$ cat config.mk
export PLATFORM = sky130hd
export DESIGN_NAME = ddo_front
export DESIGN_NICKNAME = d
export VERILOG_FILES = /design/src/rtl/ddo_pkg.sv /design/src/rtl/ddo_front.sv
export SDC_FILE = /design/constraint.sdc
export NUM_CORES = 1
export LEC_CHECK = 0
export BUFFER_PORTS_ARGS = -buffer_cell sky130_fd_sc_hd__buf_2
export CORE_MARGIN = 1.5
export CORE_UTILIZATION = 50
export DETAILED_ROUTE_END_ITERATION = 6
export PLACE_DENSITY = 0.69
export SYNTH_ARGS = -nofsm -noshare
export SYNTH_HDL_FRONTEND = slang
export SYNTH_SLANG_ARGS = --single-unit
$ cat constraint.sdc
create_clock -name clk_i -period 8.59 [get_ports clk_i]
set_clock_uncertainty 0.15 [all_clocks]
set_input_delay 1.2885 -clock clk_i [delete_from_list [all_inputs] [get_ports clk_i]]
set_output_delay 1.2885 -clock clk_i [all_outputs]
set_load 0.005 [all_outputs]
$ cat src/rtl/ddo_pkg.sv
// Shared types, constants and helper functions of the differential-drive odometry block.
package ddo_pkg;

  localparam int unsigned CORDIC_STEPS_DEF = 24;
  localparam int unsigned QUEUE_DEPTH      = 2;

  // iterative multiplier: a times b, b taken one 16-bit digit a cycle
  localparam int unsigned MUL_AW   = 81;
  localparam int unsigned MUL_BW   = 48;
  localparam int unsigned MUL_DW   = 16;
  localparam int unsigned MUL_PW   = MUL_AW + MUL_BW;
  localparam int unsigned MUL_NDIG = MUL_BW / MUL_DW;

  // iterative divider: restoring, a few quotient bits a cycle
  localparam int unsigned DIV_NW    = 81;
  localparam int unsigned DIV_DW    = 24;
  localparam int unsigned DIV_BPC   = 3;
  localparam int unsigned DIV_NSTEP = DIV_NW / DIV_BPC;

  localparam int unsigned CW = 34;

  localparam logic [21:0]        WHEEL_DIAM_RST = 22'd200000;
  localparam logic [23:0]        AXLE_LEN_RST   = 24'd500000;
  localparam logic [DIV_DW-1:0]  US_PER_2S      = 24'd2000000;
  localparam logic [MUL_BW-1:0]  W_SCALE        = 48'd15625;
  localparam logic [MUL_BW-1:0]  HEAD_K         = 48'd192406520023;
  localparam logic signed [CW-1:0] CORDIC_X0    = 34'sd652032874;

  localparam logic REG_WHEEL_DIAM = 1'b0;
  localparam logic REG_AXLE_LEN   = 1'b1;

  typedef struct packed {
    logic        first;
    logic [47:0] stamp;
    logic        sum_neg;
    logic [32:0] sum_mag;
    logic        dif_neg;
    logic [32:0] dif_mag;
  } ddo_item_t;

  typedef struct packed {
    logic              start;
    logic [MUL_AW-1:0] a;
    logic [MUL_BW-1:0] b;
  } ddo_mul_req_t;

  typedef struct packed {
    logic              start;
    logic [DIV_NW-1:0] n;
    logic [DIV_DW-1:0] d;
  } ddo_div_req_t;

  typedef enum logic [3:0] {
    ST_IDLE, ST_V, ST_W1, ST_W2, ST_WD, ST_DT, ST_DM, ST_DD,
    ST_HM1, ST_HM2, ST_COR, ST_XM, ST_YM, ST_OUT
  } ddo_state_e;

  function automatic logic [31:0] atan_lut(input logic [4:0] i);
    logic [31:0] r;
    case (i)
      5'd0:    r = 32'd536870912;
      5'd1:    r = 32'd316933406;
      5'd2:    r = 32'd167458907;
      5'd3:    r = 32'd85004756;
      5'd4:    r = 32'd42667331;
      5'd5:    r = 32'd21354465;
      5'd6:    r = 32'd10679838;
      5'd7:    r = 32'd5340245;
      5'd8:    r = 32'd2670163;
      5'd9:    r = 32'd1335087;
      5'd10:   r = 32'd667544;
      5'd11:   r = 32'd333772;
      5'd12:   r = 32'd166886;
      5'd13:   r = 32'd83443;
      5'd14:   r = 32'd41722;
      5'd15:   r = 32'd20861;
      5'd16:   r = 32'd10430;
      5'd17:   r = 32'd5215;
      5'd18:   r = 32'd2608;
      5'd19:   r = 32'd1304;
      5'd20:   r = 32'd652;
      5'd21:   r = 32'd326;
      5'd22:   r = 32'd163;
      5'd23:   r = 32'd81;
      5'd24:   r = 32'd41;
      5'd25:   r = 32'd20;
      5'd26:   r = 32'd10;
      5'd27:   r = 32'd5;
      5'd28:   r = 32'd3;
      5'd29:   r = 32'd1;
      5'd30:   r = 32'd1;
      default: r = 32'd0;
    endcase
    return r;
  endfunction

  // sign and magnitude to saturated 32-bit two's complement
  function automatic logic [31:0] sat32(input logic neg, input logic [63:0] m);
    logic [31:0] r;
    if (neg) begin
      r = (m > 64'h8000_0000) ? 32'h8000_0000 : 32'(~m + 64'd1);
    end else begin
      r = (m > 64'h7FFF_FFFF) ? 32'h7FFF_FFFF : m[31:0];
    end
    return r;
  endfunction

  function automatic logic [47:0] sat48(input logic [65:0] v);
    logic [47:0] r;
    if ((&v[65:47]) || !(|v[65:47])) begin
      r = v[47:0];
    end else if (v[65]) begin
      r = {1'b1, 47'd0};
    end else begin
      r = {1'b0, {47{1'b1}}};
    end
    return r;
  endfunction

endpackage

$ cat src/rtl/ddo_front.sv
// Input side: accepts items, derives wheel sum and difference, queues them for the back end.
module ddo_front import ddo_pkg::*; (
  input  logic        clk_i,
  input  logic        rst_ni,
  input  logic        in_valid_i,
  output logic        in_stall_o,
  input  logic [31:0] left_wheel_speed_i,
  input  logic [31:0] right_wheel_speed_i,
  input  logic [47:0] stamp_us_i,
  output logic        q_valid_o,
  output ddo_item_t   q_item_o,
  input  logic        q_pop_i
);

  localparam int unsigned PW = (QUEUE_DEPTH > 1) ? $clog2(QUEUE_DEPTH) : 1;
  localparam int unsigned NW = $clog2(QUEUE_DEPTH + 1);

  ddo_item_t       mem_q [QUEUE_DEPTH];
  logic [PW-1:0]   wr_ptr_q, wr_ptr_d, rd_ptr_q, rd_ptr_d;
  logic [NW-1:0]   cnt_q, cnt_d;
  logic            first_q, first_d;
  logic            push;
  logic [32:0]     sum, dif;
  ddo_item_t       item;

  assign in_stall_o = (cnt_q == NW'(QUEUE_DEPTH));
  assign push       = in_valid_i && !in_stall_o;
  assign q_valid_o  = (cnt_q != '0);
  assign q_item_o   = mem_q[rd_ptr_q];

  always_comb begin
    sum = {left_wheel_speed_i[31], left_wheel_speed_i}
        + {right_wheel_speed_i[31], right_wheel_speed_i};
    dif = {right_wheel_speed_i[31], right_wheel_speed_i}
        - {left_wheel_speed_i[31], left_wheel_speed_i};
    item.first   = first_q;
    item.stamp   = stamp_us_i;
    item.sum_neg = sum[32];
    item.sum_mag = sum[32] ? (33'd0 - sum) : sum;
    item.dif_neg = dif[32];
    item.dif_mag = dif[32] ? (33'd0 - dif) : dif;
  end

  always_comb begin
    wr_ptr_d = wr_ptr_q;
    rd_ptr_d = rd_ptr_q;
    cnt_d    = cnt_q;
    first_d  = first_q;
    if (push) begin
      wr_ptr_d = (wr_ptr_q == PW'(QUEUE_DEPTH - 1)) ? '0 : wr_ptr_q + 1'b1;
      first_d  = 1'b0;
    end
    if (q_pop_i) begin
      rd_ptr_d = (rd_ptr_q == PW'(QUEUE_DEPTH - 1)) ? '0 : rd_ptr_q + 1'b1;
    end
    if (push && !q_pop_i) begin
      cnt_d = cnt_q + 1'b1;
    end else if (!push && q_pop_i) begin
      cnt_d = cnt_q - 1'b1;
    end
  end

  always_ff @(posedge clk_i or negedge rst_ni) begin
    if (!rst_ni) begin
      wr_ptr_q <= '0;
      rd_ptr_q <= '0;
      cnt_q    <= '0;
      first_q  <= 1'b1;
    end else begin
      wr_ptr_q <= wr_ptr_d;
      rd_ptr_q <= rd_ptr_d;
      cnt_q    <= cnt_d;
      first_q  <= first_d;
    end
  end

  always_ff @(posedge clk_i) begin
    if (push) begin
      mem_q[wr_ptr_q] <= item;
    end
  end

endmodule

==> flow_summary.ini, run 1 <==
[place]
place.detailed.instances = 1843
pre_cts_slack_ns = 2.75
placedInstanceArea_um2 = 16000
dp.final_hpwl_um = 26200
io_buffer_count = 234
routabilityCongestion = 0.924

[synthesis]
synth_ff_type = sky130_fd_sc_hd__edfxtp_1
netlist_area_um2 = 14600
seq_area_frac_synth = 0.487
muxShareOfSynthArea = 0.0968
netlist.area_leader.share = 0.478
synthXorXnorAreaFrac = 0.0613
number_of_standard_cells_after_synthesis = 1277
post_synth_num_cell_types = 86
synthArstFlopShare = 0.0211
combinational_family_with_the_most_area_after_synthesis = compound AO/OA/AOI/OAI gates
synth_compound_area_frac = 0.135
leading_post_synthesis_cells_by_instance_count = sky130_fd_sc_hd__edfxtp_1 (232), sky130_fd_sc_hd__mux2_2 (118), sky130_fd_sc_hd__a21oi_1 (76), sky130_fd_sc_hd__nor2_1 (76), sky130_fd_sc_hd__xnor2_1 (75)
synth-simple-area-share = 0.121
post_synthesis_sequential_element_count = 237
mappedNetlistNets = 1462
synth.most_common_cell = sky130_fd_sc_hd__edfxtp_1
avgSynthCellArea_um2 = 11.4
yosys_warnings = 0
synthTopCellsByArea = sky130_fd_sc_hd__edfxtp_1 (48%), sky130_fd_sc_hd__mux2_2 (9.1%), sky130_fd_sc_hd__ha_1 (5.8%)
yosysTopAreaCell = sky130_fd_sc_hd__edfxtp_1
post_synth_fa_ha_maj_area_fraction = 0.0603
synth_edf_count = 232

[global_routing]
grt_util_all_layers = 0.223
antenna_violations_before_repair = 0
grt_max_degree = 82
grt_overflow = 0
vias_in_the_first_global_route = 10400
grt_pass1_wl_um = 54000

[die]
io_count = 235
die-width_um = 174
area_of_the_die_um2 = 30200
coreArea_um2 = 28700
initial_cell_density_of_the_core = 0.507
die_h_um = 174
num_rows = 62

[job]
cap_viol_max_count = 0

[clocking]
cts_htree_levels = 1
cts_tree = done
cts_resized = 0
post_cts.repair.setup_buffers = 0
number_of_clock_buffers_inserted_by_tritoncts = 22
cts_root_buf = sky130_fd_sc_hd__clkbuf_16
holdBufCountCts = 0
tritoncts_num_sinks = 237
cts.clk_slew.worst_paths_ns = 0.06
ctsLongestPathBuffers = 3
clk-insertion-delay-late_ns = 0.49

[routing]
vias_per_cell = 5.77
remaining_drc_errors = 0
postRouteAntennaNets = 0
drt-wirelength-per-cell_um = 18.4
postRouteWirelength_um = 34600
routed-via-count = 10900
initialDrtViolationCount = 778
drtPass1Iterations = 5

[hold_path]
startpoint_of_the_tightest_hold_check_path = cnt_q[1]$_DFFE_PN0P_
hold_path_class = flip-flop to flip-flop
timing.hold.worst_endpoint = cnt_q[1]$_DFFE_PN0P_
worst_hold_path.num_cells = 1

[setup_path]
critPathCaptureType = flip-flop
cp_data_arrival_time_ns = 5.54
r2r_cells = 5
worst-path-max-fanout = 24
cp_data_required_time_ns = 8.64
rr_startpoint = cnt_q[0]$_DFFE_PN0P_
reg2reg_setup_slack_ns = 5.46
critPathKind = input pin to flip-flop
timing.rr.end = mem_q[0][60]$_DFFE_PP_
critical_path.startpoint_type = input pin

[timing]
timing.final.setup_violations = 0
unrepaired_setup_endpoints_after_global_routing = no
setup_slack_ns = 3.10
timing_worst_slew_pin_value_ns = 1.06
clock.fmax_mhz = 182
slew-limit-headroom = 0.287
finalHoldViolations = 0
slew_viol_final = 0
finalCriticalPeriod_ns = 5.49
totalNegativeSetupSlack_ns = 0
layout_worst_path_cycle_share = 0.639
holdWs_ns = 0.337

[final_layout]
layout.nets = 1668
syn2layout_area_growth_pct = 14.4
finish.instance_area_um2 = 16700
stdcell_count = 1883
drive_gt1_frac = 0.282
insertedDiodeCount = 0
utilization = 0.580

[power]
p_per_area_nw_per_um2 = 255
vdd.ir_drop.worst_mv = 0.181
design_power_total_mw = 4.24
static-leakage-power_nw = 6.48

[run_status]
run_status = finished, final reports clean
==> cell families after synthesis <==
| kind of cell | Yosys count |
|---|---|
| DFF | 237 |
| xor gates and xnor gates | 101 |
| AOI/OAI and AO/OA | 289 |
| adders and majority gates | 69 |
| and+or+nand+nor | 322 |
| muxes | 126 |
| buffers and inverters | 133 |
==> worst max-delay path by stage <==
stage | start | to | slack [ns] | depth (start not counted)
global placement | left_wheel_speed_i[15] | mem_q[0][58]$_DFFE_PP_ | 2.73 | 15
floorplan | in_valid_i | mem_q[0][100]$_DFFE_PP_ | 1.64 | 2
global route | left_wheel_speed_i[15] | mem_q[0][58]$_DFFE_PP_ | 2.95 | 15
finish | left_wheel_speed_i[15] | mem_q[0][58]$_DFFE_PP_ | 3.10 | 15
detailed placement | left_wheel_speed_i[15] | mem_q[0][58]$_DFFE_PP_ | 2.75 | 15
CTS | left_wheel_speed_i[15] | mem_q[0][58]$_DFFE_PP_ | 3.24 | 15
==> cells in the final DEF, fill, tap and decap left out, types with 6 or more instances in the layout <==
| cell type | Yosys | routed |
|---|---|---|
| sky130_fd_sc_hd__a211oi_1 | 17 | 17 |
| sky130_fd_sc_hd__a21o_1 | 16 | 16 |
| sky130_fd_sc_hd__a21oi_1 | 76 | 76 |
| sky130_fd_sc_hd__a31oi_1 | 19 | 19 |
| sky130_fd_sc_hd__and2_1 | 17 | 17 |
| sky130_fd_sc_hd__and3_1 | 12 | 11 |
| sky130_fd_sc_hd__and4_1 | 9 | 9 |
| sky130_fd_sc_hd__buf_2 | 16 | 234 |
| sky130_fd_sc_hd__buf_4 | 3 | 6 |
| sky130_fd_sc_hd__clkbuf_1 | 35 | 6 |
| sky130_fd_sc_hd__clkbuf_16 | 0 | 23 |
| sky130_fd_sc_hd__clkinv_2 | 0 | 6 |
| sky130_fd_sc_hd__edfxtp_1 | 232 | 232 |
| sky130_fd_sc_hd__ha_1 | 67 | 67 |
| sky130_fd_sc_hd__inv_1 | 74 | 74 |
| sky130_fd_sc_hd__mux2_2 | 118 | 118 |
| sky130_fd_sc_hd__mux2i_1 | 8 | 8 |
| sky130_fd_sc_hd__nand2_1 | 64 | 64 |
| sky130_fd_sc_hd__nand2b_1 | 13 | 13 |
| sky130_fd_sc_hd__nand3_1 | 20 | 20 |
| sky130_fd_sc_hd__nand4_1 | 9 | 9 |
| sky130_fd_sc_hd__nor2_1 | 76 | 75 |
| sky130_fd_sc_hd__nor2b_1 | 14 | 14 |
| sky130_fd_sc_hd__nor3_1 | 20 | 20 |
| sky130_fd_sc_hd__nor4_1 | 10 | 10 |
| sky130_fd_sc_hd__o2111ai_1 | 8 | 8 |
| sky130_fd_sc_hd__o211ai_1 | 14 | 14 |
| sky130_fd_sc_hd__o21ai_0 | 49 | 49 |
| sky130_fd_sc_hd__o21bai_1 | 7 | 7 |
| sky130_fd_sc_hd__o31ai_1 | 10 | 10 |
| sky130_fd_sc_hd__or2_2 | 9 | 9 |
| sky130_fd_sc_hd__or3_1 | 17 | 17 |
| sky130_fd_sc_hd__xnor2_1 | 75 | 75 |
| sky130_fd_sc_hd__xor2_1 | 25 | 25 |
==> critical path, cell delays in order <==
cell and delay, ns:
sky130_fd_sc_hd__buf_2 0.09, sky130_fd_sc_hd__inv_1 0.04, sky130_fd_sc_hd__ha_1 0.60, sky130_fd_sc_hd__inv_1 0.18
sky130_fd_sc_hd__a21oi_1 0.38, sky130_fd_sc_hd__nand2_1 0.19, sky130_fd_sc_hd__o41ai_1 0.78, sky130_fd_sc_hd__o21ai_1 0.31
sky130_fd_sc_hd__a311oi_1 0.50, sky130_fd_sc_hd__or2_2 0.20, sky130_fd_sc_hd__a22oi_2 0.04, sky130_fd_sc_hd__buf_4 0.22
sky130_fd_sc_hd__inv_1 0.31, sky130_fd_sc_hd__o21ai_0 0.19, sky130_fd_sc_hd__xnor2_1 0.19
==> final cells by class <==
class                      count  area (um2)
clock inverter                11        53.8
fill                        2470       12000
inverter                      75         282
sequential                   237        7100
timing repair buffer         240        1220
clock buffer                  29         598
tap                          384         480
multi-input combinational    907        6930
==> per-layer routing <==
metal / vias up / GRT usage / routed length, um
met3: 53 / 0.0268 / 2280
met4: 0 / 0.0629 / 833
li1: 5200 / - / -
met5: - / 0 / 0
met2: 396 / 0.373 / 16000
met1: 5207 / 0.308 / 15500
==> report_power, final <==
part / leakage [nW] / switching, mW / internal, mW
combinational: 3.94 / 0.895 / 0.702
clock: 0.325 / 0.386 / 0.491
sequential: 2.21 / 0.0929 / 1.67
total: 6.48 / 1.37 / 2.87
==> flip-flops by register name, indices dropped and copies added, names as in the netlist <==
| register | flops |
|---|---|
| cnt_q | 2 |
| first_q | 1 |
| mem_q | 232 |
| rd_ptr_q | 1 |
| wr_ptr_q | 1 |
Note: power is estimated with default switching activity, not from simulation.
==> run 2, diff against run 1 <==
Clock period 8.59 ns to 5.55 ns, I/O delays scaled along.
==> run 2 against run 1 <==
  * Via count is essentially flat
  * Utilization grew 0.60 points
  * Worst setup slack lost 2.3 ns
  * Wire length grew 1.6%
==> flow_summary.ini, run 2 (synthesis results as in run 1) <==
[setup_path]
reg2reg_setup_slack_ns = 3.03
worst-path-max-fanout = 15
rr_startpoint = cnt_q[0]$_DFFE_PN0P_
cp_data_required_time_ns = 5.62
cp_data_arrival_time_ns = 4.80
timing.rr.end = mem_q[0][29]$_DFFE_PP_
critical_path.startpoint_type = input pin
r2r_cells = 4
critPathKind = input pin to flip-flop
critPathCaptureType = flip-flop

[timing]
clock.fmax_mhz = 212
unrepaired_setup_endpoints_after_global_routing = no
totalNegativeSetupSlack_ns = 0
finalCriticalPeriod_ns = 4.73
slew-limit-headroom = 0.280
finalHoldViolations = 0
slew_viol_final = 0
layout_worst_path_cycle_share = 0.851
timing_worst_slew_pin_value_ns = 1.08
timing.final.setup_violations = 0
setup_slack_ns = 0.825

[power]
power.share.combinational = 0.368
sequential_share_of_power = 0.410
p_sw_frac = 0.318
netSwitchingPower_mw = 2.14
design_power_total_mw = 6.72
vdd.ir_drop.worst_mv = 0.222
p_clk_frac = 0.223
static-leakage-power_nw = 6.56
p_per_area_nw_per_um2 = 400
internal_power_mw = 4.59

[die]
die_h_um = 174
initial_cell_density_of_the_core = 0.507
num_rows = 62
die-width_um = 174
area_of_the_die_um2 = 30200
coreArea_um2 = 28700
io_count = 235

[run_status]
run_status = finished, final reports clean

[final_layout]
layout.nets = 1678
insertedDiodeCount = 0
registers.top_by_ff_count = mem_q
syn2layout_area_growth_pct = 15.6
largest_reg_flops = 232
drive_gt1_frac = 0.285
leading_cell_type_in_the_layout_fill_and_taps_excluded = sky130_fd_sc_hd__buf_2
leading_cell_types_in_the_layout_fill_and_taps_excluded = sky130_fd_sc_hd__buf_2 (234), sky130_fd_sc_hd__edfxtp_1 (232), sky130_fd_sc_hd__mux2_2 (118), sky130_fd_sc_hd__a21oi_1 (76)
top_regs = mem_q x232, cnt_q x2
finish.instance_area_um2 = 16800

[routing]
drt-wirelength-per-cell_um = 18.6
postRouteAntennaNets = 0
vias_per_cell = 5.74
remaining_drc_errors = 0
initialDrtViolationCount = 969
routed-via-count = 10900
postRouteWirelength_um = 35100
drtPass1Iterations = 5

[place]
routabilityCongestion = 0.894
dp.final_hpwl_um = 26600
placedInstanceArea_um2 = 16100
pre_cts_slack_ns = 0.444
io_buffer_count = 234

[hold_path]
worst_hold_path.num_cells = 1
startpoint_of_the_tightest_hold_check_path = cnt_q[1]$_DFFE_PN0P_
timing.hold.worst_endpoint = cnt_q[1]$_DFFE_PN0P_
hold_path_class = flip-flop to flip-flop

[clocking]
tritoncts_num_sinks = 237
number_of_clock_buffers_inserted_by_tritoncts = 22
cts_root_buf = sky130_fd_sc_hd__clkbuf_16
cts.clk_slew.worst_paths_ns = 0.06
cts_tree = done
cts_resized = 0
clk-insertion-delay-late_ns = 0.49
ctsLongestPathBuffers = 3
cts_htree_levels = 1

[global_routing]
vias_in_the_first_global_route = 10400
antenna_violations_before_repair = 0
grt_max_degree = 64
grt_util_all_layers = 0.227
grt_overflow = 0
grt_pass1_wl_um = 54900

[job]
cap_viol_max_count = 0
-- run 2: metrics by stage --
step	std cells	utilization	hold slack, ns
floorplan	1277	-	0.306
CTS	1892	0.586	0.343
global route	1892	0.586	0.354
detailed placement	1852	0.561	0.331
finish	1892	0.586	0.338
global placement	1852	0.561	0.322
-- run 2: how the worst max path moves through the flow --
stage | startpoint | to
floorplan | in_valid_i | mem_q[0][100]$_DFFE_PP_
global placement | left_wheel_speed_i[3] | mem_q[0][28]$_DFFE_PP_
detailed placement | left_wheel_speed_i[3] | mem_q[0][27]$_DFFE_PP_
CTS | left_wheel_speed_i[3] | mem_q[0][27]$_DFFE_PP_
global route | left_wheel_speed_i[3] | mem_q[0][28]$_DFFE_PP_
finish | left_wheel_speed_i[3] | mem_q[0][28]$_DFFE_PP_
-- run 2: metal layers --
metal  part of all wire  GRT usage
met5                  0          0
met4              0.025     0.0643
met3              0.050     0.0230
met2               0.48      0.389
met1               0.44      0.306
-- run 2: timing repair --
action	4_1_cts	5_1_grt
hold endpoints to repair	4	0
setup buffers	0	0
hold buffers	1	0
-- run 2: power groups by stage --
stage          combinational (mW)  sequential [mW]  clock, mW
2_1_floorplan                1.63             2.73          0
3_3_place_gp                 2.46             2.77          0
3_5_place_dp                 2.48             2.80          0
4_1_cts                      2.50             2.76       1.53
5_1_grt                      2.68             2.80       1.60
6_report                     2.47             2.76       1.50
-- run 2: worst max-delay path, stage by stage --
cell and delay [ns]:
sky130_fd_sc_hd__buf_2 0.09, sky130_fd_sc_hd__inv_1 0.04, sky130_fd_sc_hd__ha_1 0.45, sky130_fd_sc_hd__o21ai_0 0.28
sky130_fd_sc_hd__a21oi_1 0.08, sky130_fd_sc_hd__o21ai_0 0.67, sky130_fd_sc_hd__a21boi_0 0.35, sky130_fd_sc_hd__xnor2_1 0.51
sky130_fd_sc_hd__nand3b_1 0.15, sky130_fd_sc_hd__or4_4 0.61, sky130_fd_sc_hd__nor3b_2 0.33, sky130_fd_sc_hd__a41oi_1 0.19
sky130_fd_sc_hd__xnor2_1 0.21
-- run 2: area by class of cell --
| cell class | instances | area (um2) |
|---|---|---|
| fill | 2436 | 11900 |
| clock inverter | 11 | 126 |
| sequential | 237 | 7100 |
| multi-input combinational | 907 | 6930 |
| clock buffer | 28 | 594 |
| inverter | 75 | 282 |
| timing repair buffer | 250 | 1320 |
| tap | 384 | 480 |
==> run 3, diff against run 2 <==
Settings changed: ABC_AREA from default to 1, PLACE_DENSITY 0.69 to 0.68.
==> run 3 against run 2 <==
  * Register-to-register slack got worse by 0.09 ns
  * Combinational power grew 8.1%
  * Global-route usage up 6.2 points
  * Flip-flop and latch count stayed put
  * Highest routed layer unchanged
  * Power grew 1.3%
  * Count of clock-buffer cells in the layout up 1
  * Critical path depth increased by 4
  * Die area grew 11%
  * Sequential share of layout area is 3.3 points lower
  * Wire length is 38% higher
==> flow_summary.ini, run 3 <==
[run_status]
run_status = finished, final reports clean

[setup_path]
critPathCaptureType = flip-flop
reg2reg_setup_slack_ns = 2.94
worst-path-max-fanout = 26
cp_data_required_time_ns = 5.64
r2r_cells = 4
critical_path.startpoint_type = input pin
cp_data_arrival_time_ns = 4.04
critPathKind = input pin to flip-flop
timing.rr.end = mem_q[0][75]$_DFFE_PP_
rr_startpoint = cnt_q[1]$_DFFE_PN0P_

[final_layout]
registers.top_by_ff_count = mem_q
leading_cell_type_in_the_layout_fill_and_taps_excluded = sky130_fd_sc_hd__nand2_1
leading_cell_types_in_the_layout_fill_and_taps_excluded = sky130_fd_sc_hd__nand2_1 (603), sky130_fd_sc_hd__inv_1 (295), sky130_fd_sc_hd__buf_2 (234), sky130_fd_sc_hd__edfxtp_1 (232), sky130_fd_sc_hd__nor2_1 (160)
area_of_combinational_cells_with_multiple_inputs_um2 = 7600
fillerInstances = 2922
largest_reg_flops = 232
drive_gt1_frac = 0.218
syn2layout_area_growth_pct = 13.2
finish.instance_area_um2 = 18300
utilization = 0.577
sequential_cell_area_um2 = 7100
top_regs = mem_q x232, cnt_q x2
layout.nets = 2343

[synthesis]
leading_post_synthesis_cells_by_instance_count = sky130_fd_sc_hd__nand2_1 (603), sky130_fd_sc_hd__inv_1 (295), sky130_fd_sc_hd__edfxtp_1 (232), sky130_fd_sc_hd__nor2_1 (162), sky130_fd_sc_hd__nand3_1 (125)
avgSynthCellArea_um2 = 8.29
synthTopCellsByArea = sky130_fd_sc_hd__edfxtp_1 (43%), sky130_fd_sc_hd__nand2_1 (14%), sky130_fd_sc_hd__mux2_2 (8.1%)
yosysTopAreaCell = sky130_fd_sc_hd__edfxtp_1
seq_area_frac_synth = 0.440
synth_edf_count = 232
mappedNetlistNets = 2129
netlist.area_leader.share = 0.432
yosys_warnings = 0
post_synthesis_sequential_element_count = 237
synthArstFlopShare = 0.0211
number_of_standard_cells_after_synthesis = 1944
post_synth_num_cell_types = 44
synth.most_common_cell = sky130_fd_sc_hd__nand2_1
netlist_area_um2 = 16100
synth_ff_type = sky130_fd_sc_hd__edfxtp_1

[timing]
layout_worst_path_cycle_share = 0.712
finalHoldViolations = 0
slew-limit-headroom = 0.338
totalNegativeSetupSlack_ns = 0
unrepaired_setup_endpoints_after_global_routing = no
timing.final.setup_violations = 0
timing_worst_slew_pin_value_ns = 0.990
clock.fmax_mhz = 253
finalCriticalPeriod_ns = 3.95
slew_viol_final = 0

[global_routing]
grt_overflow = 0
grt_max_degree = 88
vias_in_the_first_global_route = 13100
grt_pass1_wl_um = 72800
antenna_violations_before_repair = 1
grt_util_all_layers = 0.289

[routing]
postRouteWirelength_um = 48600
postRouteAntennaNets = 0
drtPass1Iterations = 7
remaining_drc_errors = 0
initialDrtViolationCount = 970
drt-wirelength-per-cell_um = 18.9
routed-via-count = 13600
vias_per_cell = 5.28

[place]
dp.final_hpwl_um = 39900
routabilityCongestion = 1.09
io_buffer_count = 234
placedInstanceArea_um2 = 17600

[clocking]
cts_root_buf = sky130_fd_sc_hd__clkbuf_16
cts_tree = done
cts.clk_slew.worst_paths_ns = 0.06
clk-insertion-delay-late_ns = 0.48
cts_htree_levels = 1
number_of_clock_buffers_inserted_by_tritoncts = 21
post_cts.repair.setup_buffers = 0
ctsLongestPathBuffers = 3
tritoncts_num_sinks = 237

[hold_path]
timing.hold.worst_endpoint = first_q$_DFFE_PN1P_
hold_path_class = flip-flop to flip-flop
worst_hold_path.num_cells = 2
startpoint_of_the_tightest_hold_check_path = first_q$_DFFE_PN1P_

[die]
die-width_um = 183
num_rows = 65
coreArea_um2 = 31600
area_of_the_die_um2 = 33300
initial_cell_density_of_the_core = 0.510
io_count = 235
die_h_um = 183

[power]
p_per_area_nw_per_um2 = 373
vdd.ir_drop.worst_mv = 0.200
static-leakage-power_nw = 8.70

[job]
cap_viol_max_count = 0
## run 3: area by class of cell
type,instances,share of cell area
inverter,309,0.0635
clock buffer,29,0.0310
timing repair buffer,239,0.0677
multi-input combinational,1350,0.416
antenna,1,0.000137
clock inverter,7,0.00487
tap,402,0.0276
sequential,237,0.389
## run 3: worst max-delay path by stage
stage / start / end / cells past startpoint
after floorplan: in_valid_i / mem_q[1][100]$_DFFE_PP_ / 2
after global placement: left_wheel_speed_i[21] / mem_q[0][62]$_DFFE_PP_ / 18
after detailed placement: left_wheel_speed_i[21] / mem_q[0][62]$_DFFE_PP_ / 18
after CTS: left_wheel_speed_i[21] / mem_q[1][62]$_DFFE_PP_ / 18
after global routing: left_wheel_speed_i[21] / mem_q[0][62]$_DFFE_PP_ / 18
final: left_wheel_speed_i[19] / mem_q[1][62]$_DFFE_PP_ / 17
## run 3: logic make-up (layout without fill, tap and decap cells)
group,after synthesis,after routing,share of synthesized area
AO/OA/AOI/OAI,113,113,0.0402
XOR/XNOR,56,56,0.0318
AND/OR/NAND/NOR,996,996,0.263
other,0,1,0
multiplexers,116,116,0.0810
buffers and inverters,357,584,0.0893
flip-flops,237,237,0.440
adder cells (fa/ha/maj),69,69,0.0545
## run 3: metrics by stage
step / hold WS [ns] / worst slack, ns / total power [mW] / std cells
2_1_floorplan: 0.278 / 0.916 / 4.43 / 1944
3_3_place_gp: 0.287 / 1.21 / 5.40 / 2536
3_5_place_dp: 0.302 / 1.20 / 5.45 / 2536
4_1_cts: 0.312 / 1.68 / 6.85 / 2573
5_1_grt: 0.326 / 1.29 / 7.18 / 2573
6_report: 0.306 / 1.60 / 6.81 / 2574
## run 3: timing repair
action,CTS,global route
hold buffers,1,0
resized for setup,0,0
hold endpoints to repair,4,0
endpoints found under the setup margin,0,0
## run 3: where the power goes
part | switching, mW | total [mW] | internal (mW) | leakage, nW
clock | 0.586 | 1.39 | 0.807 | 0.320
sequential | 0.178 | 2.75 | 2.57 | 2.21
combinational | 1.60 | 2.67 | 1.07 | 6.17
total | 2.37 | 6.81 | 4.44 | 8.70
## run 3: critical path: stages
cell,delay (ns)
sky130_fd_sc_hd__buf_2,0.09
sky130_fd_sc_hd__inv_1,0.04
sky130_fd_sc_hd__ha_1,0.58
sky130_fd_sc_hd__o21ai_0,0.32
sky130_fd_sc_hd__o21bai_1,0.28
sky130_fd_sc_hd__a21oi_2,0.27
sky130_fd_sc_hd__nor2_1,0.07
sky130_fd_sc_hd__nor2_1,0.17
sky130_fd_sc_hd__nand2_1,0.08
sky130_fd_sc_hd__nand2_1,0.07
sky130_fd_sc_hd__nand2_2,0.21
sky130_fd_sc_hd__inv_2,0.46
sky130_fd_sc_hd__o21ai_0,0.26
sky130_fd_sc_hd__nand2_1,0.12
sky130_fd_sc_hd__nand2_1,0.05
sky130_fd_sc_hd__nand2_1,0.06
sky130_fd_sc_hd__inv_1,0.05
## run 3: per-layer routing
| metal | up-vias | wire [um] | global-route usage |
|---|---|---|---|
| met5 | - | 0 | 0 |
| met4 | 0 | 1540 | 0.0969 |
| met3 | 67 | 3040 | 0.0311 |
| met2 | 496 | 23500 | 0.508 |
| met1 | 6324 | 20500 | 0.370 |
| li1 | 6693 | - | - |
